### src/rtl/mrpd_pkg.sv
// shared types and constants of the ramped pwm dimmer
`timescale 1ns / 1ps
`default_nettype none
package mrpd_pkg;

	// request opcodes
	localparam logic [1:0] OP_TICK = 2'd0;
	localparam logic [1:0] OP_RAMP = 2'd1;
	localparam logic [1:0] OP_SET  = 2'd2;

	// configuration register indexes
	localparam logic [1:0] REG_PWM_EN    = 2'd0;
	localparam logic [1:0] REG_CONT_LOAD = 2'd1;
	localparam logic [1:0] REG_FORCE_SEL = 2'd2;
	localparam logic [1:0] REG_FORCE_VAL = 2'd3;

	localparam int unsigned MASK_W  = 16;
	localparam int unsigned LEVEL_W = 8;
	localparam logic [LEVEL_W-1:0] FULL_ON = 8'hFF;

	typedef enum logic [1:0] {
		ST_IDLE,
		ST_TICK,
		ST_RAMP,
		ST_DONE
	} seq_state_t;

	// strobes from the sequencer to the datapath
	typedef struct packed {
		logic accept;
		logic busy;
		logic tick_walk;
		logic ramp_walk;
		logic load_out;
	} seq_ctl_t;

	// result of the shared channel unit
	typedef struct packed {
		logic [LEVEL_W-1:0] level_nxt;
		logic               at_set;
		logic               sel;
	} chan_res_t;

endpackage
`default_nettype wire

### src/rtl/mrpd_chan_unit.sv
// shared per-channel compare and add unit for ramp and pwm walks
`timescale 1ns / 1ps
`default_nettype none
module mrpd_chan_unit #(
	parameter int unsigned DIMM_LOW = 0
) (
	input  wire logic [7:0]          cur,
	input  wire logic [7:0]          tgt,
	input  wire logic [7:0]          dlt,
	input  wire logic [7:0]          phase,
	input  wire logic                wrap,
	output mrpd_pkg::chan_res_t      res
);
	import mrpd_pkg::*;

	logic [8:0] up_lim;
	logic       dn_ok;

	assign up_lim = {1'b0, tgt} + {1'b0, dlt};
	assign dn_ok  = (tgt > dlt) && (cur < (tgt - dlt));

	always_comb begin
		res.at_set = (cur == tgt);
		if (cur == tgt) begin
			res.level_nxt = cur;
		end else if ({1'b0, cur} > up_lim) begin
			res.level_nxt = cur - dlt;
		end else if (dn_ok) begin
			res.level_nxt = cur + dlt;
		end else begin
			// within one step: snap
			res.level_nxt = tgt;
		end
		// wrap: switch on above low bound, else switch off once phase reaches level
		if (wrap) begin
			res.sel = (cur > LEVEL_W'(DIMM_LOW));
		end else begin
			res.sel = (phase >= cur);
		end
	end

endmodule
`default_nettype wire

### src/rtl/mrpd_seq.sv
// sequencer that walks the channels for tick and ramp requests
`timescale 1ns / 1ps
`default_nettype none
module mrpd_seq #(
	parameter int unsigned CHANNELS = 16,
	localparam int unsigned CW = (CHANNELS > 1) ? $clog2(CHANNELS) : 1
) (
	input  wire logic                clk,
	input  wire logic                arst_n,
	input  wire logic                in_valid,
	input  wire logic [1:0]          opcode,
	input  wire logic                out_free,
	output mrpd_pkg::seq_ctl_t       ctl,
	output logic [CW-1:0]            cnt
);
	import mrpd_pkg::*;

	seq_state_t    state_q, state_d;
	logic [CW-1:0] cnt_q, cnt_d;
	logic          last;

	assign last = (cnt_q == CW'(CHANNELS - 1));
	assign cnt  = cnt_q;

	always_ff @(posedge clk or negedge arst_n) begin
		if (!arst_n) begin
			state_q <= ST_IDLE;
			cnt_q   <= '0;
		end else begin
			state_q <= state_d;
			cnt_q   <= cnt_d;
		end
	end

	always_comb begin
		state_d       = state_q;
		cnt_d         = cnt_q;
		ctl.accept    = 1'b0;
		ctl.busy      = 1'b1;
		ctl.tick_walk = 1'b0;
		ctl.ramp_walk = 1'b0;
		ctl.load_out  = 1'b0;
		case (state_q)
			ST_IDLE: begin
				ctl.busy   = 1'b0;
				ctl.accept = in_valid;
				if (in_valid) begin
					case (opcode)
						OP_TICK: state_d = ST_TICK;
						OP_RAMP: state_d = ST_RAMP;
						default: state_d = ST_DONE;
					endcase
				end
			end
			ST_TICK, ST_RAMP: begin
				ctl.tick_walk = (state_q == ST_TICK);
				ctl.ramp_walk = (state_q == ST_RAMP);
				if (last) begin
					cnt_d   = '0;
					state_d = ST_DONE;
				end else begin
					cnt_d = cnt_q + 1'b1;
				end
			end
			ST_DONE: begin
				if (out_free) begin
					ctl.load_out = 1'b1;
					state_d      = ST_IDLE;
				end
			end
			default: begin
				state_d = ST_IDLE;
				cnt_d   = '0;
			end
		endcase
	end

	a_accept_leaves_idle: assert property (@(posedge clk) disable iff (!arst_n)
		ctl.accept |=> (state_q != ST_IDLE))
		else $error("sequencer stayed idle after accepting a request");

	a_idle_cnt_zero: assert property (@(posedge clk) disable iff (!arst_n)
		(state_q == ST_IDLE) |-> (cnt_q == '0))
		else $error("channel counter not cleared while idle");

	a_load_to_idle: assert property (@(posedge clk) disable iff (!arst_n)
		ctl.load_out |=> (state_q == ST_IDLE))
		else $error("sequencer did not return to idle after result load");

endmodule
`default_nettype wire

### src/rtl/multichannel_ramped_pwm_dimmer_unit.sv
// top level of the multichannel ramped pwm dimmer
`timescale 1ns / 1ps
`default_nettype none
// Multichannel ramped PWM dimmer. Three request kinds arrive on the input
// channel: pwm tick (opcode 0), ramp step (opcode 1) and set channel
// (opcode 2); opcode 3 changes nothing. Every request yields exactly one
// result carrying pin levels, setpoint mask and pwm phase as they stand after
// the request. Set channel and the unused opcode go from accept straight to
// the result load; tick and ramp first walk the channels, one channel per
// cycle, over one shared channel unit and then load the result. The load
// waits while the output register is full and stalled.
// The block takes one request at a time; in_stall is high after accept
// until the result moves into the output register, which then holds it
// until the consumer takes it, so the next request may already be accepted.
// Configuration registers are written through cfg_we / cfg_index / cfg_data
// and should only change while the block is idle.
module multichannel_ramped_pwm_dimmer_unit #(
	parameter int unsigned CHANNELS  = 16,
	parameter int unsigned DIMM_LOW  = 0,
	parameter int unsigned DIMM_HIGH = 60
) (
	input  wire logic        clk,
	input  wire logic        arst_n,
	// configuration write port
	input  wire logic        cfg_we,
	input  wire logic [1:0]  cfg_index,
	input  wire logic [15:0] cfg_data,
	// request channel
	input  wire logic        in_valid,
	output logic             in_stall,
	input  wire logic [1:0]  opcode,
	input  wire logic [3:0]  channel,
	input  wire logic [7:0]  target_level,
	input  wire logic [7:0]  step_size,
	input  wire logic        trigger_load,
	// result channel
	output logic             out_valid,
	input  wire logic        out_stall,
	output logic [15:0]      pin_levels,
	output logic [15:0]      setpoint_mask,
	output logic [7:0]       pwm_phase
);
	import mrpd_pkg::*;

	localparam int unsigned CW = (CHANNELS > 1) ? $clog2(CHANNELS) : 1;

	// configuration registers
	logic              pwm_en_q;
	logic [MASK_W-1:0] cont_q;
	logic [MASK_W-1:0] fsel_q;
	logic [MASK_W-1:0] fval_q;

	// per-channel state
	logic [LEVEL_W-1:0] level_q  [CHANNELS];
	logic [LEVEL_W-1:0] tgt_q    [CHANNELS];
	logic [LEVEL_W-1:0] step_q   [CHANNELS];
	logic [LEVEL_W-1:0] stg_tgt_q[CHANNELS];
	logic [LEVEL_W-1:0] stg_step_q[CHANNELS];
	logic [MASK_W-1:0]  pending_q;
	logic [MASK_W-1:0]  setpt_q;
	logic [MASK_W-1:0]  pin_q;
	logic [7:0]         phase_q;
	logic               wrap_q;

	// result register
	logic              out_valid_q;
	logic [MASK_W-1:0] pin_out_q;
	logic [MASK_W-1:0] setpt_out_q;
	logic [7:0]        phase_out_q;

	seq_ctl_t      ctl;
	logic [CW-1:0] cnt;
	logic          out_free;
	chan_res_t     res;

	// walk-side view of the current channel
	logic               ld;
	logic [LEVEL_W-1:0] eff_tgt;
	logic [LEVEL_W-1:0] eff_step;
	logic               ch_ok;
	logic [7:0]         phase_inc;

	assign out_free  = !out_valid_q || !out_stall;
	assign in_stall  = ctl.busy;
	assign out_valid = out_valid_q;
	assign pin_levels    = pin_out_q;
	assign setpoint_mask = setpt_out_q;
	assign pwm_phase     = phase_out_q;

	// pending or continuous channels take the staged values this ramp step
	assign ld       = pending_q[cnt] | cont_q[cnt];
	assign eff_tgt  = ld ? stg_tgt_q[cnt]  : tgt_q[cnt];
	assign eff_step = ld ? stg_step_q[cnt] : step_q[cnt];
	assign ch_ok    = ({1'b0, channel} < 5'(CHANNELS));
	assign phase_inc = phase_q + 8'd1;

	mrpd_seq #(
		.CHANNELS(CHANNELS)
	) u_seq (
		.clk     (clk),
		.arst_n  (arst_n),
		.in_valid(in_valid),
		.opcode  (opcode),
		.out_free(out_free),
		.ctl     (ctl),
		.cnt     (cnt)
	);

	mrpd_chan_unit #(
		.DIMM_LOW(DIMM_LOW)
	) u_chan (
		.cur  (level_q[cnt]),
		.tgt  (eff_tgt),
		.dlt  (eff_step),
		.phase(phase_q),
		.wrap (wrap_q),
		.res  (res)
	);

	// configuration writes
	always_ff @(posedge clk or negedge arst_n) begin
		if (!arst_n) begin
			pwm_en_q <= 1'b0;
			cont_q   <= '0;
			fsel_q   <= '0;
			fval_q   <= '0;
		end else if (cfg_we) begin
			case (cfg_index)
				REG_PWM_EN:    pwm_en_q <= cfg_data[0];
				REG_CONT_LOAD: cont_q   <= cfg_data;
				REG_FORCE_SEL: fsel_q   <= cfg_data;
				REG_FORCE_VAL: fval_q   <= cfg_data;
				default:       pwm_en_q <= pwm_en_q;
			endcase
		end
	end

	// channel state, phase and pin bits
	always_ff @(posedge clk or negedge arst_n) begin
		if (!arst_n) begin
			for (int i = 0; i < CHANNELS; i++) begin
				level_q[i]    <= '0;
				tgt_q[i]      <= '0;
				step_q[i]     <= '0;
				stg_tgt_q[i]  <= '0;
				stg_step_q[i] <= '0;
			end
			pending_q <= '0;
			setpt_q   <= '0;
			pin_q     <= '0;
			phase_q   <= 8'(DIMM_LOW);
			wrap_q    <= 1'b0;
		end else begin
			if (ctl.accept) begin
				case (opcode)
					OP_TICK: begin
						// advance phase, wrap at the period top
						if (phase_inc == 8'(DIMM_HIGH)) begin
							phase_q <= 8'(DIMM_LOW);
							wrap_q  <= 1'b1;
						end else begin
							phase_q <= phase_inc;
							wrap_q  <= 1'b0;
						end
					end
					OP_SET: begin
						if (ch_ok) begin
							stg_tgt_q[channel[CW-1:0]]  <= target_level;
							stg_step_q[channel[CW-1:0]] <= step_size;
							if (trigger_load) begin
								pending_q[channel[CW-1:0]] <= 1'b1;
							end
						end
					end
					default: begin
						wrap_q <= wrap_q;
					end
				endcase
			end
			if (ctl.tick_walk && pwm_en_q && res.sel) begin
				// on at wrap, off once phase reaches level
				pin_q[cnt] <= wrap_q;
			end
			if (ctl.ramp_walk) begin
				if (ld) begin
					pending_q[cnt] <= 1'b0;
					tgt_q[cnt]     <= stg_tgt_q[cnt];
					step_q[cnt]    <= stg_step_q[cnt];
				end
				if (fsel_q[cnt]) begin
					// forced channel: plain on or off, setpoint bit untouched
					level_q[cnt] <= fval_q[cnt] ? FULL_ON : '0;
				end else begin
					level_q[cnt] <= res.level_nxt;
					setpt_q[cnt] <= res.at_set;
				end
			end
		end
	end

	// result register
	always_ff @(posedge clk or negedge arst_n) begin
		if (!arst_n) begin
			out_valid_q <= 1'b0;
		end else if (ctl.load_out) begin
			out_valid_q <= 1'b1;
		end else if (!out_stall) begin
			out_valid_q <= 1'b0;
		end
	end

	always_ff @(posedge clk) begin
		if (ctl.load_out) begin
			pin_out_q   <= pin_q;
			setpt_out_q <= setpt_q;
			phase_out_q <= phase_q;
		end
	end

	a_load_shows_result: assert property (@(posedge clk) disable iff (!arst_n)
		ctl.load_out |=> out_valid)
		else $error("result load did not raise out_valid");

	a_result_held: assert property (@(posedge clk) disable iff (!arst_n)
		(out_valid && out_stall) |=> (out_valid && $stable(pin_levels)
			&& $stable(setpoint_mask) && $stable(pwm_phase)))
		else $error("stalled result changed or dropped");

	a_busy_stalls_input: assert property (@(posedge clk) disable iff (!arst_n)
		(ctl.tick_walk || ctl.ramp_walk || ctl.load_out) |-> in_stall)
		else $error("input not stalled while a request is in flight");

endmodule
`default_nettype wire

### config.mk
export PLATFORM = sky130hd
export DESIGN_NAME = multichannel_ramped_pwm_dimmer_unit
export DESIGN_NICKNAME = d
export VERILOG_FILES = /design/src/rtl/mrpd_pkg.sv /design/src/rtl/mrpd_chan_unit.sv /design/src/rtl/mrpd_seq.sv /design/src/rtl/multichannel_ramped_pwm_dimmer_unit.sv
export SDC_FILE = /design/constraint.sdc
export NUM_CORES = 1
export LEC_CHECK = 0
export BUFFER_PORTS_ARGS = -buffer_cell sky130_fd_sc_hd__buf_2
export CAP_MARGIN = 20
export CORE_MARGIN = 2
export CORE_UTILIZATION = 50
export DETAILED_ROUTE_END_ITERATION = 6
export GPL_ROUTABILITY_DRIVEN = 0
export PLACE_DENSITY = 0.78
export SYNTH_ARGS = -nofsm -noshare
export SYNTH_HDL_FRONTEND = slang
export SYNTH_SLANG_ARGS = --single-unit
### constraint.sdc
create_clock -name clk -period 19.65 [get_ports clk]
set_clock_uncertainty 0.1 [all_clocks]
set_input_delay 2.9475 -clock clk [delete_from_list [all_inputs] [get_ports clk]]
set_output_delay 2.9475 -clock clk [all_outputs]
set_load 0.01 [all_outputs]
==> impl_metrics.ini, run 1 <==
[yosys]
yosysSeqAreaShare = 0.521
synth_common_cells = dfrtp_1 (753), mux2_2 (593), nor2_1 (245)
netlist.area_leader.share = 0.490
yosysMostFrequentCell = dfrtp_1
synth_cell_type_count = 66
synth_edf_count = 40
yosys_warnings = 0
yosysTopAreaCell = dfrtp_1
ys.flop_type = dfrtp_1
synth.avg_cell_area_sq_um = 13.2
async_flop_share = 0.950
syn-cell-area_sq_um = 38500
synthesis.nets = 3024
synthCells = 2912
ys_ff_latch = 793
synthTopCellsByArea = dfrtp_1 (49%), mux2_2 (17%), mux4_2 (11%)

[drt]
first_iter_violations = 2673
firstDrtPassIters = 5
met2_wirelength_microns = 46800
viasPerCell = 6.26
top_layer = met5
routed_wl_microns = 96700
wl_met1_microns = 38500
vias = 25200
dr_wl_met3_microns = 7520
ant_nets = 0
drc = 0
wire_per_inst_microns = 24.0

[global_routing]
grtUsageTotal = 0.249
grt_max_degree = 186
antenna_found_initial = 2
grt_pass1_vias = 26000
overflow = 0
grt_first_pass_wirelength_microns = 153000

[floorplan]
dieArea_sq_um = 79200
placeableCoreArea_sq_um = 76100
initial_core_util = 0.506
ios = 88
fp.dieH_microns = 281
fp-row-count = 101
die_x_microns = 281

[timing]
rsz0062_at_grt = no
hold_violations = 0
min_period_over_period = 0.449
drv_slew = 0
setup_viol = 0
hold-worst-slack_ns = 0.346
worst_pin_slew_ns = 1.15
fin_ws_ns = 10.82
min_period_ns = 8.83
max_slew_margin = 0.232
tns_ns = 0
fmax_mhz = 113

[clocking]
clkLatencyLatePin_ns = 0.65
cts_sinks = 793
clk_path_buf_depth = 3
cts_tree = yes
cts_hold_buffers = 0
htreeDepth = 3
clk_pin_slew_ns = 0.06
postCtsSetupRepairBufs = 0
root_buffer = clkbuf_16
cts_made_buffers = 78
ctsResizeCount = 0

[worst_setup_path]
crit_arrival_ns = 9.29
r2r_end = level_q[44]
reg2reg_slack_ns = 10.82
endpoint = level_q[44]
reg2reg_depth = 23
worstPathRequired_ns = 20.11
cp_max_fo = 102
worstReg2RegStart = u_seq.cnt[0]
critPathLaunch = u_seq.cnt[0]
critical_path_class = reg -> reg
end_kind = flip-flop
start_kind = flip-flop

[power]
comb_power_share = 0.472
switching_share = 0.428
power-per-cell-area_nw_per_um2 = 163
peakVddDrop_v = 0.000222
power.internal_mw = 3.98
p_switching_mw = 2.99
p_leak_nw = 19.2
pwr-share-clk = 0.217
seq_power_share = 0.310

[place]
dp_cells = 3883
post-place-ws_ns = 11.08
io_buffers = 87
place_hpwl_microns = 59100

[min_path]
hp-class = reg -> reg
min_path_cells = 0

[final_layout]
stdcell_count = 4028
areaGrowthSynthToFinish_pct = 10.9
drive_above_1_share = 0.373
fin_nets = 3050
n_antenna_cell = 0

[flow_run]
maxCapViolCount = 0

[status]
run_status = finished, final reports clean
## stage by stage
stage | power, mW | util | area (sq um)
floorplan | 4.47 | - | 38500
global route | 7.32 | 0.561 | 42700
detailed placement | 5.38 | 0.526 | 40000
CTS | 6.91 | 0.560 | 42600
global placement | 5.32 | 0.525 | 40000
finish | 6.97 | 0.561 | 42700
## kinds of logic (layout without fill, tap and decap cells)
kind of cell | Yosys count | count (layout) | share of synthesized area
buffers and inverters | 255 | 341 | 0.0285
flip-flops | 793 | 793 | 0.521
XOR/XNOR | 26 | 26 | 0.00592
multiplexers | 810 | 810 | 0.293
AND/OR/NAND/NOR | 551 | 551 | 0.0615
adder cells (fa/ha/maj) | 66 | 66 | 0.0222
AO/OA/AOI/OAI | 411 | 411 | 0.0682
## power groups by stage
stage          clock [mW]  sequential (mW)  combinational, mW
6_report             1.52             2.16               3.29
3_3_place_gp            0             2.17               3.15
3_5_place_dp            0             2.18               3.19
5_1_grt              1.60             2.20               3.52
2_1_floorplan           0             2.10               2.37
4_1_cts              1.53             2.16               3.22
## layer usage
metal,up-vias,global-route usage
met5,-,0
met4,4,0.105
met3,291,0.0565
met2,1101,0.404
met1,13000,0.325
li1,10800,-
## how the worst min path moves through the flow
| stage | start | end | slack [ns] |
|---|---|---|---|
| global route | pin_q[8] | pin_levels[8] | 0.36 |
| finish | pin_q[8] | pin_levels[8] | 0.35 |
| detailed placement | setpt_q[3] | setpoint_mask[3] | 0.33 |
| global placement | pin_q[2] | pin_levels[2] | 0.33 |
| CTS | pin_q[3] | pin_levels[3] | 0.35 |
| floorplan | pin_q[0] | pin_levels[0] | 0.32 |
## area by class of cell
| cell class | instances | area [sq um] |
|---|---|---|
| Fill cell | 6027 | 33400 |
| Sequential cell | 793 | 20100 |
| Multi-Input combinational cell | 1864 | 17500 |
| Clock buffer | 111 | 2240 |
| Tap cell | 1030 | 1290 |
| Timing Repair Buffer | 160 | 1090 |
| Clock inverter | 29 | 353 |
| Inverter | 41 | 154 |
## cell usage in the layout (no fill, tap or decap), types with 26 or more instances in the layout
master	count
a311oi_1	45
edfxtp_1	40
dfrtp_1	749
nand3_1	35
inv_1	41
buf_4	66
clkbuf_16	80
mux4_2	192
o21ai_0	88
ha_1	62
nor2_2	26
buf_2	86
nor2_1	219
nand2_1	141
a21oi_1	151
nor3_1	68
mux2_2	593
## registers in the layout, summed over array words and instances, names as in the netlist, 8 cells and up
| name | count |
|---|---|
| cont_q | 16 |
| fsel_q | 16 |
| fval_q | 16 |
| level_q | 128 |
| pending_q | 16 |
| phase_q | 8 |
| pin_levels | 16 |
| pin_q | 16 |
| pwm_phase | 8 |
| setpoint_mask | 16 |
| setpt_q | 16 |
| step_q | 128 |
| stg_step_q | 128 |
| stg_tgt_q | 128 |
| tgt_q | 128 |
## critical path, stage by stage (launching register included)
cell	delay [ns]
dfrtp_4	0.88
buf_12	0.68
inv_1	0.34
mux4_2	0.31
nor2_1	0.07
or4_1	0.95
mux2_2	0.49
ha_1	0.25
fa_1	0.47
o21bai_1	0.16
a21oi_1	0.12
o31ai_1	0.31
xnor2_1	0.17
ha_1	0.26
a21o_1	0.19
a22oi_1	0.14
o211ai_1	0.11
a211o_1	0.26
nor2_1	0.50
mux2_2	0.27
o21ai_0	0.18
nor2_1	0.83
o21ai_0	0.29
a21oi_1	0.22
(Power assumes the default switching activity.)
==> run 2, diff against run 1 <==
Clock period 19.65 ns to 8.5 ns, I/O delays scaled along.
==> impl_metrics.ini, run 2 (synthesis gave the netlist of run 1 again) <==
[flow_run]
maxCapViolCount = 0

[min_path]
hp-class = reg -> reg
min_path_cells = 0

[clocking]
clk_pin_slew_ns = 0.06
postCtsSetupRepairBufs = 0
cts_hold_buffers = 0
clk_path_buf_depth = 3
clkLatencyLatePin_ns = 0.67
root_buffer = clkbuf_16
ctsResizeCount = 0
cts_made_buffers = 80
cts_sinks = 793
htreeDepth = 3
cts_tree = yes

[global_routing]
grt_max_degree = 172
grt_pass1_vias = 26500
grt_first_pass_wirelength_microns = 156000
overflow = 0
grtUsageTotal = 0.255
antenna_found_initial = 4

[drt]
vias = 25200
first_iter_violations = 2284
firstDrtPassIters = 5
drc = 0
wire_per_inst_microns = 24.4
routed_wl_microns = 98300
ant_nets = 0
viasPerCell = 6.25

[power]
power-per-cell-area_nw_per_um2 = 382
p_switching_mw = 7.07
comb_power_share = 0.478
peakVddDrop_v = 0.000510
seq_power_share = 0.309
power.internal_mw = 9.23
p_leak_nw = 19.2
switching_share = 0.434
pwr-share-clk = 0.213

[timing]
fmax_mhz = 127
fin_ws_ns = 0.633
hold_violations = 0
rsz0062_at_grt = no
min_period_over_period = 0.926
setup_viol = 0
max_slew_margin = 0.222
tns_ns = 0
worst_pin_slew_ns = 1.16
drv_slew = 0
min_period_ns = 7.87

[worst_setup_path]
end_kind = flip-flop
start_kind = flip-flop
critical_path_class = reg -> reg
cp_max_fo = 42
crit_arrival_ns = 8.33
worstPathRequired_ns = 8.97
reg2reg_depth = 23

[floorplan]
placeableCoreArea_sq_um = 76100
die_x_microns = 281
fp.dieH_microns = 281
fp-row-count = 101
initial_core_util = 0.506
dieArea_sq_um = 79200
ios = 88

[place]
post-place-ws_ns = 0.855
io_buffers = 87
dpl_cell_area_sq_um = 40100
dp_cells = 3886
place_hpwl_microns = 60500

[final_layout]
final_area_sq_um = 42700
final_core_util = 0.561
final_cell_mix = dfrtp_1 (749), mux2_2 (593), nor2_1 (219), mux4_2 (192), a21oi_1 (151)
drive_above_1_share = 0.373
layout_commonest_cell = dfrtp_1
areaGrowthSynthToFinish_pct = 10.9
fin_nets = 3054
stdcell_count = 4030

[status]
run_status = finished, final reports clean
-- run 2: changes by cell type in the layout (fill, tap and decap cells not counted), moves of 2 or more --
cell / change
nor2_4: +7
buf_12: +3
inv_16: +2
nor2_2: -7
buf_16: -2
bufinv_16: -2
-- run 2: critical path, cell delays in order, from the launching register on --
cell	delay, ns
dfrtp_4	1.02
buf_4	0.42
mux4_2	0.55
a22oi_1	0.19
nand2_1	0.50
mux2i_1	0.52
inv_1	0.11
ha_1	0.44
inv_1	0.09
a21oi_1	0.22
o21bai_1	0.09
a21oi_1	0.22
o21bai_1	0.09
a21oi_1	0.18
xnor2_1	0.14
ha_1	0.26
a22oi_1	0.17
o211ai_1	0.11
a211o_1	0.26
o41ai_1	0.36
o22ai_1	0.16
nor2_1	0.90
o21ai_0	0.34
a21oi_1	0.25
-- run 2: worst paths after layout --
path | slack [ns] | end | startpoint
min in group asynchronous | 0.55 | level_q[123] | arst_n
max | 0.63 | level_q[2] | u_seq.cnt[0]
min | 0.34 | pin_levels[10] | pin_q[10]
max reg2reg | 0.63 | level_q[2] | u_seq.cnt[0]
min reg2reg | 0.34 | pin_levels[10] | pin_q[10]
max in group asynchronous | 5.71 | stg_step_q[61] | arst_n
-- run 2: cell type report --
type | instances | area, sq um
clock inverter | 29 | 322
clock buffer | 110 | 2230
timing repair buffer | 162 | 1100
antenna | 1 | 2.50
fill | 6064 | 33400
multi-input combinational | 1864 | 17500
tap | 1030 | 1290
sequential | 793 | 20100
inverter | 41 | 154
-- run 2: metrics by stage --
step	hold WS [ns]	power [mW]
final	0.345	16.3
after global routing	0.354	17.1
after CTS	0.347	16.2
after detailed placement	0.332	12.7
after global placement	0.330	12.5
after floorplan	0.321	10.3
-- run 2: routing by layer --
layer | track usage | share of wire
met1 | 0.336 | 0.40
met2 | 0.419 | 0.48
met3 | 0.0487 | 0.076
met4 | 0.103 | 0.040
met5 | 0 | 0.00031
-- run 2: power groups by stage --
stage	logic [mW]	clock network (mW)	registers, mW
2_1_floorplan	5.49	0	4.86
3_3_place_gp	7.45	0	5.05
3_5_place_dp	7.60	0	5.08
4_1_cts	7.64	3.52	5.03
5_1_grt	8.29	3.68	5.12
6_report	7.79	3.47	5.03
==> run 3, diff against run 2 <==
Settings changed: CTS_BUF_LIST from default to sky130_fd_sc_hd__clkbuf_4.
==> impl_metrics.ini, run 3 (synthesis gave the netlist of run 1 again) <==
[timing]
max_slew_margin = 0.199
worst_pin_slew_ns = 1.20
min_period_over_period = 0.923
drv_slew = 0
fmax_mhz = 127
fin_ws_ns = 0.650
setup_viol = 0
hold_violations = 0
tns_ns = 0
min_period_ns = 7.85
rsz0062_at_grt = no

[floorplan]
die_x_microns = 281
fp-row-count = 101
ios = 88
placeableCoreArea_sq_um = 76100
fp.dieH_microns = 281
initial_core_util = 0.506
dieArea_sq_um = 79200

[drt]
ant_nets = 0
drc = 0
wire_per_inst_microns = 23.1
first_iter_violations = 2359
vias = 25800
firstDrtPassIters = 6
viasPerCell = 6.08
routed_wl_microns = 98300

[worst_setup_path]
worstPathRequired_ns = 9.35
critical_path_class = reg -> reg
cp_max_fo = 42
end_kind = flip-flop
crit_arrival_ns = 8.69
start_kind = flip-flop

[clocking]
root_buffer = clkbuf_4
postCtsSetupRepairBufs = 0
cts_sinks = 793
ctsResizeCount = 0
clkLatencyLatePin_ns = 1.06
clk_path_buf_depth = 3
cts_hold_buffers = 0
htreeDepth = 4
clk_pin_slew_ns = 0.07
cts_tree = yes
cts_made_buffers = 197

[power]
p_leak_nw = 19.5
fin_total_pwr_mw = 16.1
power-per-cell-area_nw_per_um2 = 376
peakVddDrop_v = 0.000485

[final_layout]
fillers = 6212
areaGrowthSynthToFinish_pct = 10.9
fin_nets = 3171
layout_commonest_cell = dfrtp_1
final_cell_mix = dfrtp_1 (749), mux2_2 (593), clkbuf_4 (281), nor2_1 (219), mux4_2 (192)
stdcell_count = 4247
drive_above_1_share = 0.406

[global_routing]
grt_use_met3 = 0.0538
overflow = 0
met1_usage = 0.334
grt_max_degree = 172
grt-busiest-layer = met2
antenna_found_initial = 5
globalRouteMet2Util = 0.415
grtUsageTotal = 0.256
grt_first_pass_wirelength_microns = 156000
grt_pass1_vias = 27300

[min_path]
hp-class = in -> async

[flow_run]
maxCapViolCount = 0

[place]
place_hpwl_microns = 60500
io_buffers = 87
post-place-ws_ns = 0.855
dp_cells = 3886

[status]
run_status = finished, final reports clean
==> run 3: changes by cell type in the layout (fill, tap and decap cells not counted), sizes merged <==
| cell | previous run | this run |
|---|---|---|
| inv | 45 | 46 |
| clkinv | 19 | 61 |
| diode | 1 | 4 |
| clkbuf | 110 | 281 |
==> run 3: layout make-up <==
type                       count  area (sq um)  area share
timing repair buffer         162          1100      0.0257
multi-input combinational   1864         17500       0.411
clock inverter                72           445      0.0104
inverter                      41           154     0.00361
tap                         1030          1290      0.0302
clock buffer                 281          2110      0.0494
antenna                        4          10.0    0.000235
sequential                   793         20100       0.470
==> run 3: per-layer routing <==
layer,share of wire,wire [microns],vias up
met2,0.48,47400,1144
met1,0.41,39800,13300
met5,0.00031,30,-
met4,0.037,3630,4
met3,0.075,7380,279
li1,-,-,11200
==> run 3: stage by stage <==
step           hold WS [ns]  instance area, sq um   util
6_report              0.194                 42700  0.561
5_1_grt               0.193                 42700  0.561
4_1_cts               0.111                 42600  0.560
3_5_place_dp          0.332                 40100  0.527
3_3_place_gp          0.330                 40100  0.527
2_1_floorplan         0.321                 38500      -
==> run 3: final timing paths <==
kind                                    from        endpoint  slack (ns)  cells past startpoint
worst max-delay path            u_seq.cnt[0]      level_q[2]        0.65                     23
worst min-delay path                  arst_n     level_q[53]        0.19                      1
worst max register to register  u_seq.cnt[0]      level_q[2]        0.65                     23
worst min register to register     pin_q[12]  pin_levels[12]        0.35                      0
max in group asynchronous             arst_n  stg_step_q[29]        6.02                      3
min in group clk                   pin_q[12]  pin_levels[12]        0.35                      0
==> run 3: worst max-delay path, stage by stage, from the launching register on <==
cell and delay [ns]:
dfrtp_4 1.00, buf_4 0.42, mux4_2 0.54, a22oi_1 0.20, nand2_1 0.50, mux2i_1 0.53
inv_1 0.11, ha_1 0.45, inv_1 0.09, a21oi_1 0.23, o21bai_1 0.10, a21oi_1 0.23
o21bai_1 0.09, a21oi_1 0.18, xnor2_1 0.14, ha_1 0.26, a22oi_1 0.17, o211ai_1 0.12
a211o_1 0.27, o41ai_1 0.36, o22ai_1 0.16, nor2_1 0.92, o21ai_0 0.31, a21oi_1 0.22
==> run 3: report_power, final <==
group	leakage, nW	switching (mW)	internal [mW]
registers	10.6	0.506	4.52
logic	7.40	5.02	2.78
clock network	1.49	1.61	1.63
total	19.5	7.13	8.93
